`src/hdl/seven_segment_mux_frame_driver_defines.svh`:
```
// Assertion macros for the multiplexed seven-segment frame driver.
// Included by files that carry concurrent checks; no other dependencies.
`ifndef SEVEN_SEGMENT_MUX_FRAME_DRIVER_DEFINES_SVH
`define SEVEN_SEGMENT_MUX_FRAME_DRIVER_DEFINES_SVH

// Same-cycle implication, disabled while reset is asserted
`define SSMFD_ASSERT_IMP(lbl, clk, rst_n, ante, cons) \
    lbl: assert property (@(posedge clk) disable iff (!(rst_n)) (ante) |-> (cons)) \
        else $error("ssmfd: same-cycle check failed");

// Next-cycle implication, disabled while reset is asserted
`define SSMFD_ASSERT_NXT(lbl, clk, rst_n, ante, cons) \
    lbl: assert property (@(posedge clk) disable iff (!(rst_n)) (ante) |=> (cons)) \
        else $error("ssmfd: next-cycle check failed");

`endif

```
`src/hdl/ssmfd_pkg.sv`:
```
// Shared types and constants of the seven-segment frame driver.
// No dependencies; used by the channel interfaces and the top level.
package ssmfd_pkg;

    // Parameter defaults
    localparam int DIGITS_DEF     = 4;
    localparam int TIMER_BITS_DEF = 16;

    // Field widths
    localparam int SEG_W    = 8;
    localparam int POS_W    = 3;
    localparam int STATUS_W = 3;
    localparam int FRAME_W  = 16;
    localparam int SHOWN_W  = 2;
    localparam int RET_W    = 16;
    localparam int DBIT_W   = 4;

    // Configuration port
    localparam int DATA_W    = 32;
    localparam int ADDR_W    = 5;
    localparam int REG_IDX_W = 3;

    // Register indexes
    localparam logic [REG_IDX_W-1:0] REG_SEG_FIRST = 3'd0;
    localparam logic [REG_IDX_W-1:0] REG_ACT_LOW   = 3'd1;
    localparam logic [REG_IDX_W-1:0] REG_DIG0      = 3'd2;
    localparam logic [REG_IDX_W-1:0] REG_DIG1      = 3'd3;
    localparam logic [REG_IDX_W-1:0] REG_DIG2      = 3'd4;
    localparam logic [REG_IDX_W-1:0] REG_DIG3      = 3'd5;
    localparam logic [REG_IDX_W-1:0] REG_RETENTION = 3'd6;

    // Commands
    localparam logic CMD_TICK = 1'b0;
    localparam logic CMD_SHOW = 1'b1;

    typedef logic [STATUS_W-1:0] t_status;

    // Result status codes
    localparam t_status ST_SENT       = 3'd0;
    localparam t_status ST_RETAIN     = 3'd1;
    localparam t_status ST_BADPOS     = 3'd2;
    localparam t_status ST_UNASSIGNED = 3'd3;
    localparam t_status ST_BADCFG     = 3'd4;

    // Frame patterns
    localparam logic [FRAME_W-1:0] FRAME_BLANK  = 16'h0000;
    localparam logic [SEG_W-1:0]   BYTE_ALL_SET = 8'hFF;
    localparam logic [DBIT_W-1:0]  DBIT_NONE    = 4'hF;
    localparam int                 MAX_POS      = 4;

    // One queued result
    typedef struct packed {
        t_status            status;
        logic [FRAME_W-1:0] frame;
        logic               last;
    } t_result;

endpackage

```
`src/hdl/ssmfd_if.sv`:
```
// Valid/ready channel interfaces for tick and show requests and frame results.
// Depends on ssmfd_pkg for field widths.
interface ssmfd_req_if;
    logic                         valid;
    logic                         ready;
    logic                         command;
    logic [ssmfd_pkg::SEG_W-1:0]  segments;
    logic [ssmfd_pkg::POS_W-1:0]  position;

    modport source (output valid, command, segments, position, input ready);
    modport sink   (input valid, command, segments, position, output ready);
endinterface

interface ssmfd_res_if;
    logic                           valid;
    logic                           ready;
    ssmfd_pkg::t_status             status;
    logic [ssmfd_pkg::FRAME_W-1:0]  frame;
    logic                           last;

    modport source (output valid, status, frame, last, input ready);
    modport sink   (input valid, status, frame, last, output ready);
endinterface

```
`src/hdl/seven_segment_mux_frame_driver.sv`:
```
// Top level of the multiplexed seven-segment frame driver.
// Depends on ssmfd_pkg, the interfaces in ssmfd_if.sv and the assertion macro header.
//
//  channel  | dir | handshake     | payload
//  ---------+-----+---------------+-------------------------------------
//  i_req    | in  | valid/ready   | command, segments, position
//  o_res    | out | valid/ready   | status, frame, last
//  apb      | in  | psel/penable  | paddr, pwdata, prdata (pready tied)
//
// A transaction is registered on input, evaluated combinationally and its results land in a
// two-entry result queue. Ticks retire one per cycle. A show request needs two queue slots
// (blank then data frame), so a request that is sent waits until the queue has drained;
// rejected requests give one result and sustain one per cycle while the output takes results.
// Reset is synchronous; it clears the input stage, the queue, the registers and timer state.
// A stalled output holds the queue; a show request then waits in the input stage and i_req.ready drops.
`include "seven_segment_mux_frame_driver_defines.svh"

module seven_segment_mux_frame_driver #(
    parameter int DIGITS     = ssmfd_pkg::DIGITS_DEF,
    parameter int TIMER_BITS = ssmfd_pkg::TIMER_BITS_DEF
) (
    input  logic                           i_clk,
    input  logic                           i_rst_n,
    ssmfd_req_if.sink                      i_req,
    ssmfd_res_if.source                    o_res,
    input  logic                           psel,
    input  logic                           penable,
    input  logic                           pwrite,
    input  logic [ssmfd_pkg::ADDR_W-1:0]   paddr,
    input  logic [ssmfd_pkg::DATA_W-1:0]   pwdata,
    output logic [ssmfd_pkg::DATA_W-1:0]   prdata,
    output logic                           pready
);

    localparam int CMP_W = (TIMER_BITS > ssmfd_pkg::RET_W) ? TIMER_BITS : ssmfd_pkg::RET_W;
    localparam int NUM_DBIT = 4;

    // Configuration registers
    logic                              r_seg_first;
    logic                              r_act_low;
    logic [2:0]                        r_dig0;
    logic [ssmfd_pkg::DBIT_W-1:0]      r_dig1, r_dig2, r_dig3;
    logic [ssmfd_pkg::RET_W-1:0]       r_retention;

    // Retention state
    logic                              r_first, n_first;
    logic [ssmfd_pkg::SHOWN_W-1:0]     r_shown, n_shown;
    logic [TIMER_BITS-1:0]             r_elapsed, n_elapsed;

    // Input register
    logic                              r_in_vld;
    logic                              r_in_cmd;
    logic [ssmfd_pkg::SEG_W-1:0]       r_in_seg;
    logic [ssmfd_pkg::POS_W-1:0]       r_in_pos;

    // Result queue, slot 0 is the head
    ssmfd_pkg::t_result                r_q [2];
    ssmfd_pkg::t_result                n_q [2];
    logic [1:0]                        r_q_cnt, n_q_cnt;

    logic                              w_cfg_wr;
    logic [ssmfd_pkg::REG_IDX_W-1:0]   w_cfg_idx;
    logic                              w_cfg_hit;
    logic                              w_pop;
    logic [1:0]                        w_cnt_after_pop;
    logic                              w_room;
    logic                              w_fire;
    logic                              w_show;

    logic [ssmfd_pkg::DBIT_W-1:0]      w_dbit [NUM_DBIT];
    logic [NUM_DBIT-1:0]               w_assigned;
    logic                              w_bad_cfg;
    logic                              w_bad_pos;
    logic                              w_ret_on;
    logic [ssmfd_pkg::POS_W-1:0]       w_next_pos;
    logic                              w_ret_block;
    logic [1:0]                        w_pos_idx;
    logic [ssmfd_pkg::DBIT_W-1:0]      w_sel_bit;
    logic [ssmfd_pkg::SEG_W-1:0]       w_pos_byte;
    logic [ssmfd_pkg::FRAME_W-1:0]     w_frame;
    ssmfd_pkg::t_status                w_res_status;
    logic                              w_two;

    // APB decode
    assign pready    = 1'b1;
    assign w_cfg_wr  = psel & penable & pwrite;
    assign w_cfg_idx = paddr[ssmfd_pkg::ADDR_W-1:2];

    always_comb begin
        w_cfg_hit = 1'b1;
        case (w_cfg_idx)
            ssmfd_pkg::REG_SEG_FIRST: prdata = ssmfd_pkg::DATA_W'(r_seg_first);
            ssmfd_pkg::REG_ACT_LOW:   prdata = ssmfd_pkg::DATA_W'(r_act_low);
            ssmfd_pkg::REG_DIG0:      prdata = ssmfd_pkg::DATA_W'(r_dig0);
            ssmfd_pkg::REG_DIG1:      prdata = {{28{r_dig1[3]}}, r_dig1};
            ssmfd_pkg::REG_DIG2:      prdata = {{28{r_dig2[3]}}, r_dig2};
            ssmfd_pkg::REG_DIG3:      prdata = {{28{r_dig3[3]}}, r_dig3};
            ssmfd_pkg::REG_RETENTION: prdata = ssmfd_pkg::DATA_W'(r_retention);
            default: begin
                prdata    = '0;
                w_cfg_hit = 1'b0;
            end
        endcase
    end

    always_ff @(posedge i_clk) begin
        if (!i_rst_n) begin
            r_seg_first <= 1'b0;
            r_act_low   <= 1'b0;
            r_dig0      <= '0;
            r_dig1      <= ssmfd_pkg::DBIT_NONE;
            r_dig2      <= ssmfd_pkg::DBIT_NONE;
            r_dig3      <= ssmfd_pkg::DBIT_NONE;
            r_retention <= '0;
        end else if (w_cfg_wr) begin
            case (w_cfg_idx)
                ssmfd_pkg::REG_SEG_FIRST: r_seg_first <= pwdata[0];
                ssmfd_pkg::REG_ACT_LOW:   r_act_low   <= pwdata[0];
                ssmfd_pkg::REG_DIG0:      r_dig0      <= pwdata[2:0];
                ssmfd_pkg::REG_DIG1:      r_dig1      <= pwdata[3:0];
                ssmfd_pkg::REG_DIG2:      r_dig2      <= pwdata[3:0];
                ssmfd_pkg::REG_DIG3:      r_dig3      <= pwdata[3:0];
                ssmfd_pkg::REG_RETENTION: r_retention <= pwdata[ssmfd_pkg::RET_W-1:0];
                default: ;
            endcase
        end
    end

    // Handshakes
    assign w_pop           = o_res.valid & o_res.ready;
    assign w_cnt_after_pop = r_q_cnt - 2'(w_pop);
    assign w_show          = r_in_cmd == ssmfd_pkg::CMD_SHOW;
    assign w_room          = w_two ? (w_cnt_after_pop == 2'd0) : (w_cnt_after_pop <= 2'd1);
    assign w_fire          = r_in_vld & (!w_show | w_room);
    assign i_req.ready     = !r_in_vld | w_fire;

    always_ff @(posedge i_clk) begin
        if (!i_rst_n) begin
            r_in_vld <= 1'b0;
        end else if (i_req.ready) begin
            r_in_vld <= i_req.valid;
        end
    end

    always_ff @(posedge i_clk) begin
        if (i_req.ready & i_req.valid) begin
            r_in_cmd <= i_req.command;
            r_in_seg <= i_req.segments;
            r_in_pos <= i_req.position;
        end
    end

    // Digit bit table and configuration validity
    assign w_dbit[0] = {1'b0, r_dig0};
    assign w_dbit[1] = r_dig1;
    assign w_dbit[2] = r_dig2;
    assign w_dbit[3] = r_dig3;

    always_comb begin
        w_bad_cfg = 1'b0;
        for (int i = 0; i < NUM_DBIT; i++) begin
            w_assigned[i] = !w_dbit[i][3];
            if (w_dbit[i][3] && (w_dbit[i] != ssmfd_pkg::DBIT_NONE)) begin
                w_bad_cfg = 1'b1;
            end
        end
        for (int i = 0; i < NUM_DBIT; i++) begin
            for (int j = i + 1; j < NUM_DBIT; j++) begin
                if (w_assigned[i] && w_assigned[j] && (w_dbit[i] == w_dbit[j])) begin
                    w_bad_cfg = 1'b1;
                end
            end
        end
    end

    // Next assigned position after the shown one, wrapping to digit one
    always_comb begin
        w_next_pos = ssmfd_pkg::POS_W'(1);
        for (int i = NUM_DBIT - 1; i >= 1; i--) begin
            if ((i > int'(r_shown)) && (i < DIGITS) && w_assigned[i]) begin
                w_next_pos = ssmfd_pkg::POS_W'(i + 1);
            end
        end
    end

    // Request evaluation
    assign w_bad_pos   = (r_in_pos == '0) || (int'(r_in_pos) > DIGITS)
                         || (int'(r_in_pos) > ssmfd_pkg::MAX_POS);
    assign w_ret_on    = (r_retention != '0) && !r_first;
    assign w_ret_block = w_ret_on && ((r_in_pos != w_next_pos)
                         || (CMP_W'(r_elapsed) < CMP_W'(r_retention)));
    assign w_pos_idx   = 2'(r_in_pos - ssmfd_pkg::POS_W'(1));
    assign w_sel_bit   = w_dbit[w_pos_idx];
    assign w_pos_byte  = (ssmfd_pkg::SEG_W'(1) << w_sel_bit[2:0])
                         ^ (r_act_low ? ssmfd_pkg::BYTE_ALL_SET : '0);
    assign w_frame     = r_seg_first ? {r_in_seg, w_pos_byte} : {w_pos_byte, r_in_seg};

    always_comb begin
        if (w_bad_cfg) begin
            w_res_status = ssmfd_pkg::ST_BADCFG;
        end else if (w_bad_pos) begin
            w_res_status = ssmfd_pkg::ST_BADPOS;
        end else if (w_ret_block) begin
            w_res_status = ssmfd_pkg::ST_RETAIN;
        end else if (w_sel_bit[3]) begin
            w_res_status = ssmfd_pkg::ST_UNASSIGNED;
        end else begin
            w_res_status = ssmfd_pkg::ST_SENT;
        end
    end
    assign w_two = w_res_status == ssmfd_pkg::ST_SENT;

    // Retention state update
    always_comb begin
        n_first   = r_first;
        n_shown   = r_shown;
        n_elapsed = r_elapsed;
        if (w_cfg_wr && w_cfg_hit) begin
            n_first   = 1'b1;
            n_shown   = '0;
            n_elapsed = '0;
        end else if (w_fire && !w_show) begin
            if (r_elapsed != '1) begin
                n_elapsed = r_elapsed + TIMER_BITS'(1);
            end
        end else if (w_fire) begin
            if (!w_bad_cfg && !w_bad_pos && !w_ret_on) begin
                n_first = 1'b0;
            end
            if (w_two) begin
                n_shown   = w_pos_idx;
                n_elapsed = '0;
            end
        end
    end

    always_ff @(posedge i_clk) begin
        if (!i_rst_n) begin
            r_first   <= 1'b1;
            r_shown   <= '0;
            r_elapsed <= '0;
        end else begin
            r_first   <= n_first;
            r_shown   <= n_shown;
            r_elapsed <= n_elapsed;
        end
    end

    // Result queue: pop shifts, then results append behind what remains
    always_comb begin
        n_q     = r_q;
        n_q_cnt = w_cnt_after_pop;
        if (w_pop) begin
            n_q[0] = r_q[1];
        end
        if (w_fire && w_show) begin
            if (w_two) begin
                n_q[0]  = '{status: ssmfd_pkg::ST_SENT, frame: ssmfd_pkg::FRAME_BLANK,
                            last: 1'b0};
                n_q[1]  = '{status: ssmfd_pkg::ST_SENT, frame: w_frame, last: 1'b1};
                n_q_cnt = 2'd2;
            end else begin
                n_q[w_cnt_after_pop[0]] = '{status: w_res_status,
                                            frame: ssmfd_pkg::FRAME_BLANK, last: 1'b1};
                n_q_cnt = w_cnt_after_pop + 2'd1;
            end
        end
    end

    always_ff @(posedge i_clk) begin
        if (!i_rst_n) begin
            r_q_cnt <= '0;
        end else begin
            r_q_cnt <= n_q_cnt;
        end
    end

    always_ff @(posedge i_clk) begin
        r_q <= n_q;
    end

    assign o_res.valid  = r_q_cnt != '0;
    assign o_res.status = r_q[0].status;
    assign o_res.frame  = r_q[0].frame;
    assign o_res.last   = r_q[0].last;

    // Checks
    `SSMFD_ASSERT_IMP(a_q_cnt_range, i_clk, i_rst_n, 1'b1, r_q_cnt != 2'd3)
    `SSMFD_ASSERT_IMP(a_blank_has_partner, i_clk, i_rst_n, o_res.valid && !o_res.last, r_q_cnt == 2'd2)
    `SSMFD_ASSERT_NXT(a_data_follows_blank, i_clk, i_rst_n, w_pop && !o_res.last, o_res.valid && o_res.last && (o_res.status == ssmfd_pkg::ST_SENT))
    `SSMFD_ASSERT_NXT(a_sent_clears_timer, i_clk, i_rst_n, w_fire && w_show && w_two, r_elapsed == '0)
    `SSMFD_ASSERT_IMP(a_reject_blank, i_clk, i_rst_n, o_res.valid && (o_res.status != ssmfd_pkg::ST_SENT), (o_res.frame == ssmfd_pkg::FRAME_BLANK) && o_res.last)

endmodule

```
`src/flat_wrapper.sv`:
```
// flat-port wrapper written by rule: the top's interface ports become plain ports
module seven_segment_mux_frame_driver_flat 
#(
    parameter int DIGITS     = ssmfd_pkg::DIGITS_DEF,
    parameter int TIMER_BITS = ssmfd_pkg::TIMER_BITS_DEF
)
  (i_clk, i_rst_n, psel, penable, pwrite, paddr, pwdata, prdata, pready, i_req_valid, i_req_command, i_req_segments, i_req_position, i_req_ready, o_res_valid, o_res_status, o_res_frame, o_res_last, o_res_ready);
  ssmfd_req_if i_req_i ();
  ssmfd_res_if o_res_i ();
  input  logic i_clk;
  input  logic i_rst_n;
  input  logic psel;
  input  logic penable;
  input  logic pwrite;
  input  logic [ssmfd_pkg::ADDR_W-1:0] paddr;
  input  logic [ssmfd_pkg::DATA_W-1:0] pwdata;
  output logic [ssmfd_pkg::DATA_W-1:0] prdata;
  output logic pready;
  input wire logic [$bits(i_req_i.valid)-1:0] i_req_valid;
  input wire logic [$bits(i_req_i.command)-1:0] i_req_command;
  input wire logic [$bits(i_req_i.segments)-1:0] i_req_segments;
  input wire logic [$bits(i_req_i.position)-1:0] i_req_position;
  output wire logic [$bits(i_req_i.ready)-1:0] i_req_ready;
  output wire logic [$bits(o_res_i.valid)-1:0] o_res_valid;
  output wire logic [$bits(o_res_i.status)-1:0] o_res_status;
  output wire logic [$bits(o_res_i.frame)-1:0] o_res_frame;
  output wire logic [$bits(o_res_i.last)-1:0] o_res_last;
  input wire logic [$bits(o_res_i.ready)-1:0] o_res_ready;
  assign i_req_i.valid = i_req_valid;
  assign i_req_i.command = i_req_command;
  assign i_req_i.segments = i_req_segments;
  assign i_req_i.position = i_req_position;
  assign i_req_ready = i_req_i.ready;
  assign o_res_valid = o_res_i.valid;
  assign o_res_status = o_res_i.status;
  assign o_res_frame = o_res_i.frame;
  assign o_res_last = o_res_i.last;
  assign o_res_i.ready = o_res_ready;
  seven_segment_mux_frame_driver #(.DIGITS(DIGITS), .TIMER_BITS(TIMER_BITS)) u_core (.i_clk(i_clk), .i_rst_n(i_rst_n), .i_req(i_req_i), .o_res(o_res_i), .psel(psel), .penable(penable), .pwrite(pwrite), .paddr(paddr), .pwdata(pwdata), .prdata(prdata), .pready(pready));
endmodule
```
`config.mk`:
```
export PLATFORM = sky130hd
export DESIGN_NAME = seven_segment_mux_frame_driver_flat
export DESIGN_NICKNAME = d
export VERILOG_FILES = /design/src/hdl/ssmfd_pkg.sv /design/src/hdl/ssmfd_if.sv /design/src/hdl/seven_segment_mux_frame_driver.sv /design/src/flat_wrapper.sv
export VERILOG_INCLUDE_DIRS = /design/src /design/src/hdl
export SDC_FILE = /design/constraint.sdc
export NUM_CORES = 1
export LEC_CHECK = 0
export BUFFER_PORTS_ARGS = -buffer_cell sky130_fd_sc_hd__buf_2
export CORE_MARGIN = 2
export CORE_UTILIZATION = 35
export DETAILED_ROUTE_END_ITERATION = 6
export PLACE_DENSITY_LB_ADDON = 0.1
export SYNTH_ARGS = -nofsm -noshare
export SYNTH_HDL_FRONTEND = slang
export SYNTH_SLANG_ARGS = --single-unit
```
`constraint.sdc`:
```
create_clock -name i_clk -period 4.4 [get_ports i_clk]
set_clock_uncertainty 0.1 [all_clocks]
set_input_delay 0.88 -clock i_clk [delete_from_list [all_inputs] [get_ports i_clk]]
set_output_delay 0.88 -clock i_clk [all_outputs]
set_load 0.02 [all_outputs]
```
==> results.py, run 1 <==
metrics = {
    "floorplanning": {
        "core_um2": 17900,
        "initial_core_util_pct": 35.6,
        "core.rowCount": 49,
        "die_width_um": 139,
        "die_h_um": 139,
        "die_area_um2": 19300,
        "io_pins": 111,
    },
    "routing": {
        "via_count": 5334,
        "drt_iter0_markers": 407,
        "wl_per_cell_um": 15.7,
        "viasPerCell": 5.27,
        "wl_mm": 15.9,
        "antenna_left": 0,
        "drc": 0,
        "first_pass_iters": 5,
    },
    "yosys": {
        "syn-cell-area_um2": 6370,
        "ys_seq_area_share_pct": 38.6,
        "synth_top_area_share_pct": 23.6,
        "yosysTopAreaCell": "dfxtp_1",
        "synth-seq-cells": 107,
        "async_reset_ff_share_pct": 0,
        "ys_types": 64,
        "synth.most_common_cell": "nand2_1",
        "synth_edf_count": 32,
        "ys_warn_count": 0,
        "synthCells": 749,
        "synth_common_cells": "112 x nand2_1, 75 x dfxtp_1, 62 x a21oi_1",
        "synth-main-ff-cell": "dfxtp_1",
        "ys_top_cells_by_area": "dfxtp_1 24%, edfxtp_1 15%, nand2_1 6.6%, mux2i_1 5.3%, a21oi_1 4.9%",
        "synth_nets": 828,
        "syn_avg_cell_area_um2": 8.51,
    },
    "clock_network": {
        "clockRootBuffer": "clkbuf_16",
        "cts_buffers": 9,
        "clk_latency_ns": 0.36,
        "cts_resized": 0,
        "tritoncts": "yes",
        "htreeDepth": 3,
        "post_cts_buffers": 0,
        "postCtsHoldBufs": 0,
        "clk_path_buf_depth": 2,
        "clk_pin_slew_ns": 0.08,
        "cts.sinks": 107,
    },
    "sta": {
        "min_period_ns": 4.22,
        "clock.fmax_ghz": 0.237,
        "hold_viol_final": 0,
        "setup_slack_ns": 0.180,
        "worst_slew_pin_slew_ns": 1.09,
        "fin_setup_tns_ns": 0,
        "setup_viol": 0,
        "relSlewSlack_pct": 26.9,
        "timing.final.crit_share_pct": 95.9,
        "rsz0062_at_grt": "false",
        "drv_slew": 0,
        "hold_slack_ns": 0.356,
    },
    "final_layout": {
        "finalNonFillerCells": 1012,
        "finish.utilization_pct": 39.1,
        "design_area_um2": 6990,
        "antennaDiodeCount": 0,
        "syn2layout_area_growth_pct": 9.72,
        "drive_above_1_share_pct": 17.5,
        "nNetsFinal": 857,
    },
    "global_routing": {
        "grt_max_degree": 43,
        "grt_pass1_wl_mm": 26.5,
        "antenna_found_initial": 0,
        "track_usage_pct": 16.7,
        "grt_pass1_vias": 5075,
        "gr-total-overflow": 0,
    },
    "pwr": {
        "powerDensity_nw_per_um2": 423,
        "static-leakage-power_nw": 2.76,
        "power_mw": 2.96,
        "peakVddDrop_mv": 0.262,
    },
    "placed_design": {
        "dp_slack_ns": 0.611,
        "numPortBuffers": 91,
        "placed_cell_area_um2": 6700,
        "place_inst": 996,
        "gp_congestion": 0.851,
        "hpwlAfterDp_mm": 11.6,
    },
    "worst_setup_path": {
        "path_buf_inv": 2,
        "crit_path_top_delay_cell": "or4_1",
        "worstPathCellList": "inv_1 -> ha_1 -> nand2b_1 -> nor4_1 -> nor4_2 -> nand2_1 -> or4_1 -> mux2i_4 -> nand2_1 -> buf_2",
        "slowest_delay_ns": 0.55,
        "critPathKind": "register to primary output",
        "worstSetupStartpointType": "register",
        "critPathTopFamily": "simple AND/OR/NAND/NOR gates",
        "required_ns": 3.42,
        "cp-end-kind": "primary output",
        "crit_top_cell": "nand2_1",
        "critPathMaxFanout": 8,
        "cp_data_arrival_time_ns": 3.24,
    },
    "worst_hold_path": {
        "hold_class": "register to register",
    },
    "run": {
        "maxCapViolations": 0,
    },
    "status": {
        "status": "completed",
    },
}
## registers in the layout (all words and copies together), names as in the netlist, 3 cells and up
name                 count
u_core.r_in_seg          8
u_core.o_res.frame      16
u_core.r_elapsed        16
u_core.r_dig2            4
u_core.r_dig3            4
u_core.r_dig0            3
u_core.r_q              20
u_core.o_res.status      3
u_core.r_dig1            4
u_core.r_in_pos          3
u_core.r_retention      16
## worst min-delay path: cells and delay by family (launching register included)
family | cells | cell delay (ns)
and+or+nand+nor | 1 | 0.05
DFF | 1 | 0.31
AOI/OAI and AO/OA | 1 | 0.05
## cell type report
class	count	area, um2
Tap cell	229	287
Clock buffer	9	225
Clock inverter	7	70.1
Multi-Input combinational cell	527	3290
Fill cell	1832	10900
Timing Repair Buffer	102	538
Sequential cell	107	2460
Inverter	31	116
## logic make-up (layout without fill, tap and decap cells)
family                     after synthesis  count (layout)  synth area share [%]
adders and majority gates               23              23                  4.52
xor gates and xnor gates                27              27                  3.71
DFF                                    107             107                  38.6
other                                    1               1                0.0588
and+or+nand+nor                        279             279                  21.2
muxes                                   39              39                  6.93
AOI/OAI and AO/OA                      158             158                  15.1
buffers and inverters                  115             149                  9.83
## report_power, final
group / internal (mW) / switching [mW] / leakage [nW]
combinational: 0.315 / 0.575 / 1.70
clock: 0.401 / 0.416 / 0.147
sequential: 1.18 / 0.0734 / 0.914
## cells in the final DEF (no fill, tap or decap), types with 4 or more instances in the layout
cell	count
clkbuf_16	9
xnor2_1	8
o21ai_1	18
nor4_1	12
buf_2	91
nor3_1	15
a21oi_1	62
edfxtp_1	32
or3_1	5
nand4_1	11
buf_4	11
o211ai_1	6
inv_1	27
a211oi_1	5
dfxtp_1	75
and4_1	4
mux2i_1	33
ha_1	23
nand3b_1	10
nand2_1	112
nor2_1	43
nand3_1	40
o21ai_0	24
a21o_1	13
nor2b_1	4
xor2_1	19
## worst paths after layout
| check | slack [ns] | startpoint | endpoint | depth (start not counted) |
|---|---|---|---|---|
| max | 0.18 | u_core.r_dig3[3]$_SDFFE_PN1P_ | i_req_ready | 10 |
| min reg2reg | 0.36 | u_core.o_res.frame[13]$_DFF_P_ | u_core.o_res.frame[13]$_DFF_P_ | 2 |
| min | 0.36 | u_core.o_res.frame[13]$_DFF_P_ | u_core.o_res.frame[13]$_DFF_P_ | 2 |
| max reg2reg | 0.81 | u_core.r_dig3[3]$_SDFFE_PN1P_ | u_core.r_in_seg[6]$_DFFE_PP_ | 10 |
## metal layers
layer | track usage, % | share of wire (%)
met1 | 24.4 | 52
met5 | 0 | 0
met3 | 2.97 | 3.8
met2 | 25.6 | 44
met4 | 4.04 | 0.93
(Power assumes the default switching activity.)
==> run 2, diff against run 1 <==
==> constraint.sdc (replaced) <==
create_clock -name i_clk -period 3.6 [get_ports i_clk]
set_clock_uncertainty 0.1 [all_clocks]
set_input_delay 0.72 -clock i_clk [delete_from_list [all_inputs] [get_ports i_clk]]
set_output_delay 0.72 -clock i_clk [all_outputs]
set_load 0.02 [all_outputs]
==> results.py, run 2 (synthesized netlist as in run 1, its figures left out) <==
metrics = {
    "status": {
        "status": "completed",
    },
    "clock_network": {
        "clockRootBuffer": "clkbuf_16",
        "tritoncts": "yes",
        "clk_path_buf_depth": 2,
        "htreeDepth": 3,
        "clk_latency_ns": 0.36,
        "clk_pin_slew_ns": 0.08,
        "cts_buffers": 9,
        "cts.sinks": 107,
        "postCtsHoldBufs": 0,
    },
    "sta": {
        "drv_slew": 0,
        "worst_slew_pin_slew_ns": 0.972,
        "setup_viol": 0,
        "relSlewSlack_pct": 34.8,
        "timing.final.crit_share_pct": 97.8,
        "hold_viol_final": 0,
        "rsz0062_at_grt": "true",
        "min_period_ns": 3.52,
        "clock.fmax_ghz": 0.284,
    },
    "floorplanning": {
        "io_pins": 111,
        "die_h_um": 139,
        "die_width_um": 139,
        "initial_core_util_pct": 35.6,
        "core.rowCount": 49,
        "die_area_um2": 19300,
        "core_um2": 17900,
    },
    "final_layout": {
        "finish.utilization_pct": 40.7,
        "largest_reg_flops": 20,
        "syn2layout_area_growth_pct": 14.3,
        "design_area_um2": 7280,
        "layout_commonest_cell": "nand2_1",
        "nNetsFinal": 882,
        "regMostFlops": "u_core.r_q",
        "drive_above_1_share_pct": 23.0,
        "antennaDiodeCount": 0,
        "final_cell_mix": "111 x nand2_1, 90 x buf_2, 62 x a21oi_1, 60 x dfxtp_1, 43 x nor2_1",
    },
    "pwr": {
        "powerDensity_nw_per_um2": 509,
        "peakVddDrop_mv": 0.314,
        "static-leakage-power_nw": 2.89,
        "power_mw": 3.71,
    },
    "global_routing": {
        "antenna_found_initial": 0,
        "grt_pass1_wl_mm": 26.4,
        "track_usage_pct": 16.7,
        "grt_max_degree": 43,
        "grt_pass1_vias": 4974,
        "gr-total-overflow": 0,
    },
    "routing": {
        "wl_mm": 16.0,
        "first_pass_iters": 5,
        "antenna_left": 0,
        "drc": 0,
        "wl_per_cell_um": 15.4,
        "drt_iter0_markers": 313,
        "viasPerCell": 5.15,
        "via_count": 5341,
    },
    "placed_design": {
        "gp_congestion": 0.843,
        "numPortBuffers": 91,
        "placed_cell_area_um2": 6820,
        "hpwlAfterDp_mm": 11.9,
    },
    "worst_setup_path": {
        "worstSetupStartpointType": "register",
        "required_ns": 2.78,
        "critPathMaxFanout": 5,
        "cp_data_arrival_time_ns": 2.70,
        "critPathKind": "register to primary output",
        "cp-end-kind": "primary output",
    },
    "worst_hold_path": {
        "hold_class": "register to register",
    },
    "run": {
        "maxCapViolations": 0,
    },
}
[run 2: critical path, cell delays in order, from the launching register on]
cell and delay [ns]:
edfxtp_1 0.44, inv_2 0.10, ha_4 0.17, xor2_2 0.15
a21oi_1 0.12, and4b_1 0.25, nand2_1 0.09, or4_4 0.55
mux2i_4 0.21, nand2_2 0.08, buf_6 0.16
[run 2: worst paths after layout]
kind,endpoint,slack [ns],startpoint,depth (start not counted)
hold / removal,u_core.o_res.frame[4]$_DFF_P_,0.36,u_core.o_res.frame[4]$_DFF_P_,2
hold reg to reg,u_core.o_res.frame[4]$_DFF_P_,0.36,u_core.o_res.frame[4]$_DFF_P_,2
setup reg to reg,u_core.r_in_seg[4]$_DFFE_PP_,0.40,u_core.r_in_pos[0]$_DFFE_PP_,11
setup / recovery,i_req_ready,0.08,u_core.r_in_pos[0]$_DFFE_PP_,10
[run 2: layout make-up]
class / instances / area, um2
Fill cell: 1844 / 10600
Sequential cell: 107 / 2480
Clock buffer: 9 / 225
Tap cell: 229 / 287
Multi-Input combinational cell: 527 / 3350
Inverter: 31 / 116
Timing Repair Buffer: 127 / 744
Clock inverter: 7 / 82.6
[run 2: repair_timing]
item	4_1_cts	5_1_grt
cloned	0	0
gates resized for setup	9	19
setup endpoints to repair	1	1
setup buffers	6	5
pin swaps	3	7
[run 2: metal layers]
metal	GRT usage [%]	routed length (um)	vias up
met5	0	0	-
met3	2.76	657	20
met4	4.63	213	0
li1	-	-	2728
met2	25.3	6890	112
met1	24.7	8250	2481
[run 2: where the power goes]
part           total (mW)  internal (mW)  switching [mW]
clock network        1.03          0.500           0.528
registers            1.53           1.44          0.0885
logic                1.15          0.436           0.716
total                3.71           2.37            1.33
[run 2: metrics by stage]
| step | hold WS [ns] | setup TNS (ns) | worst slack [ns] | std cells |
|---|---|---|---|---|
| 5_1_grt | 0.369 | -0.0653 | -0.0653 | 1037 |
| 3_3_place_gp | 0.343 | 0 | 0.181 | 1010 |
| 6_report | 0.355 | 0 | 0.0804 | 1037 |
| 3_5_place_dp | 0.348 | 0 | 0.115 | 1010 |
| 2_1_floorplan | 0.337 | 0 | 0.0851 | 749 |
| 4_1_cts | 0.359 | 0 | 0.00403 | 1032 |
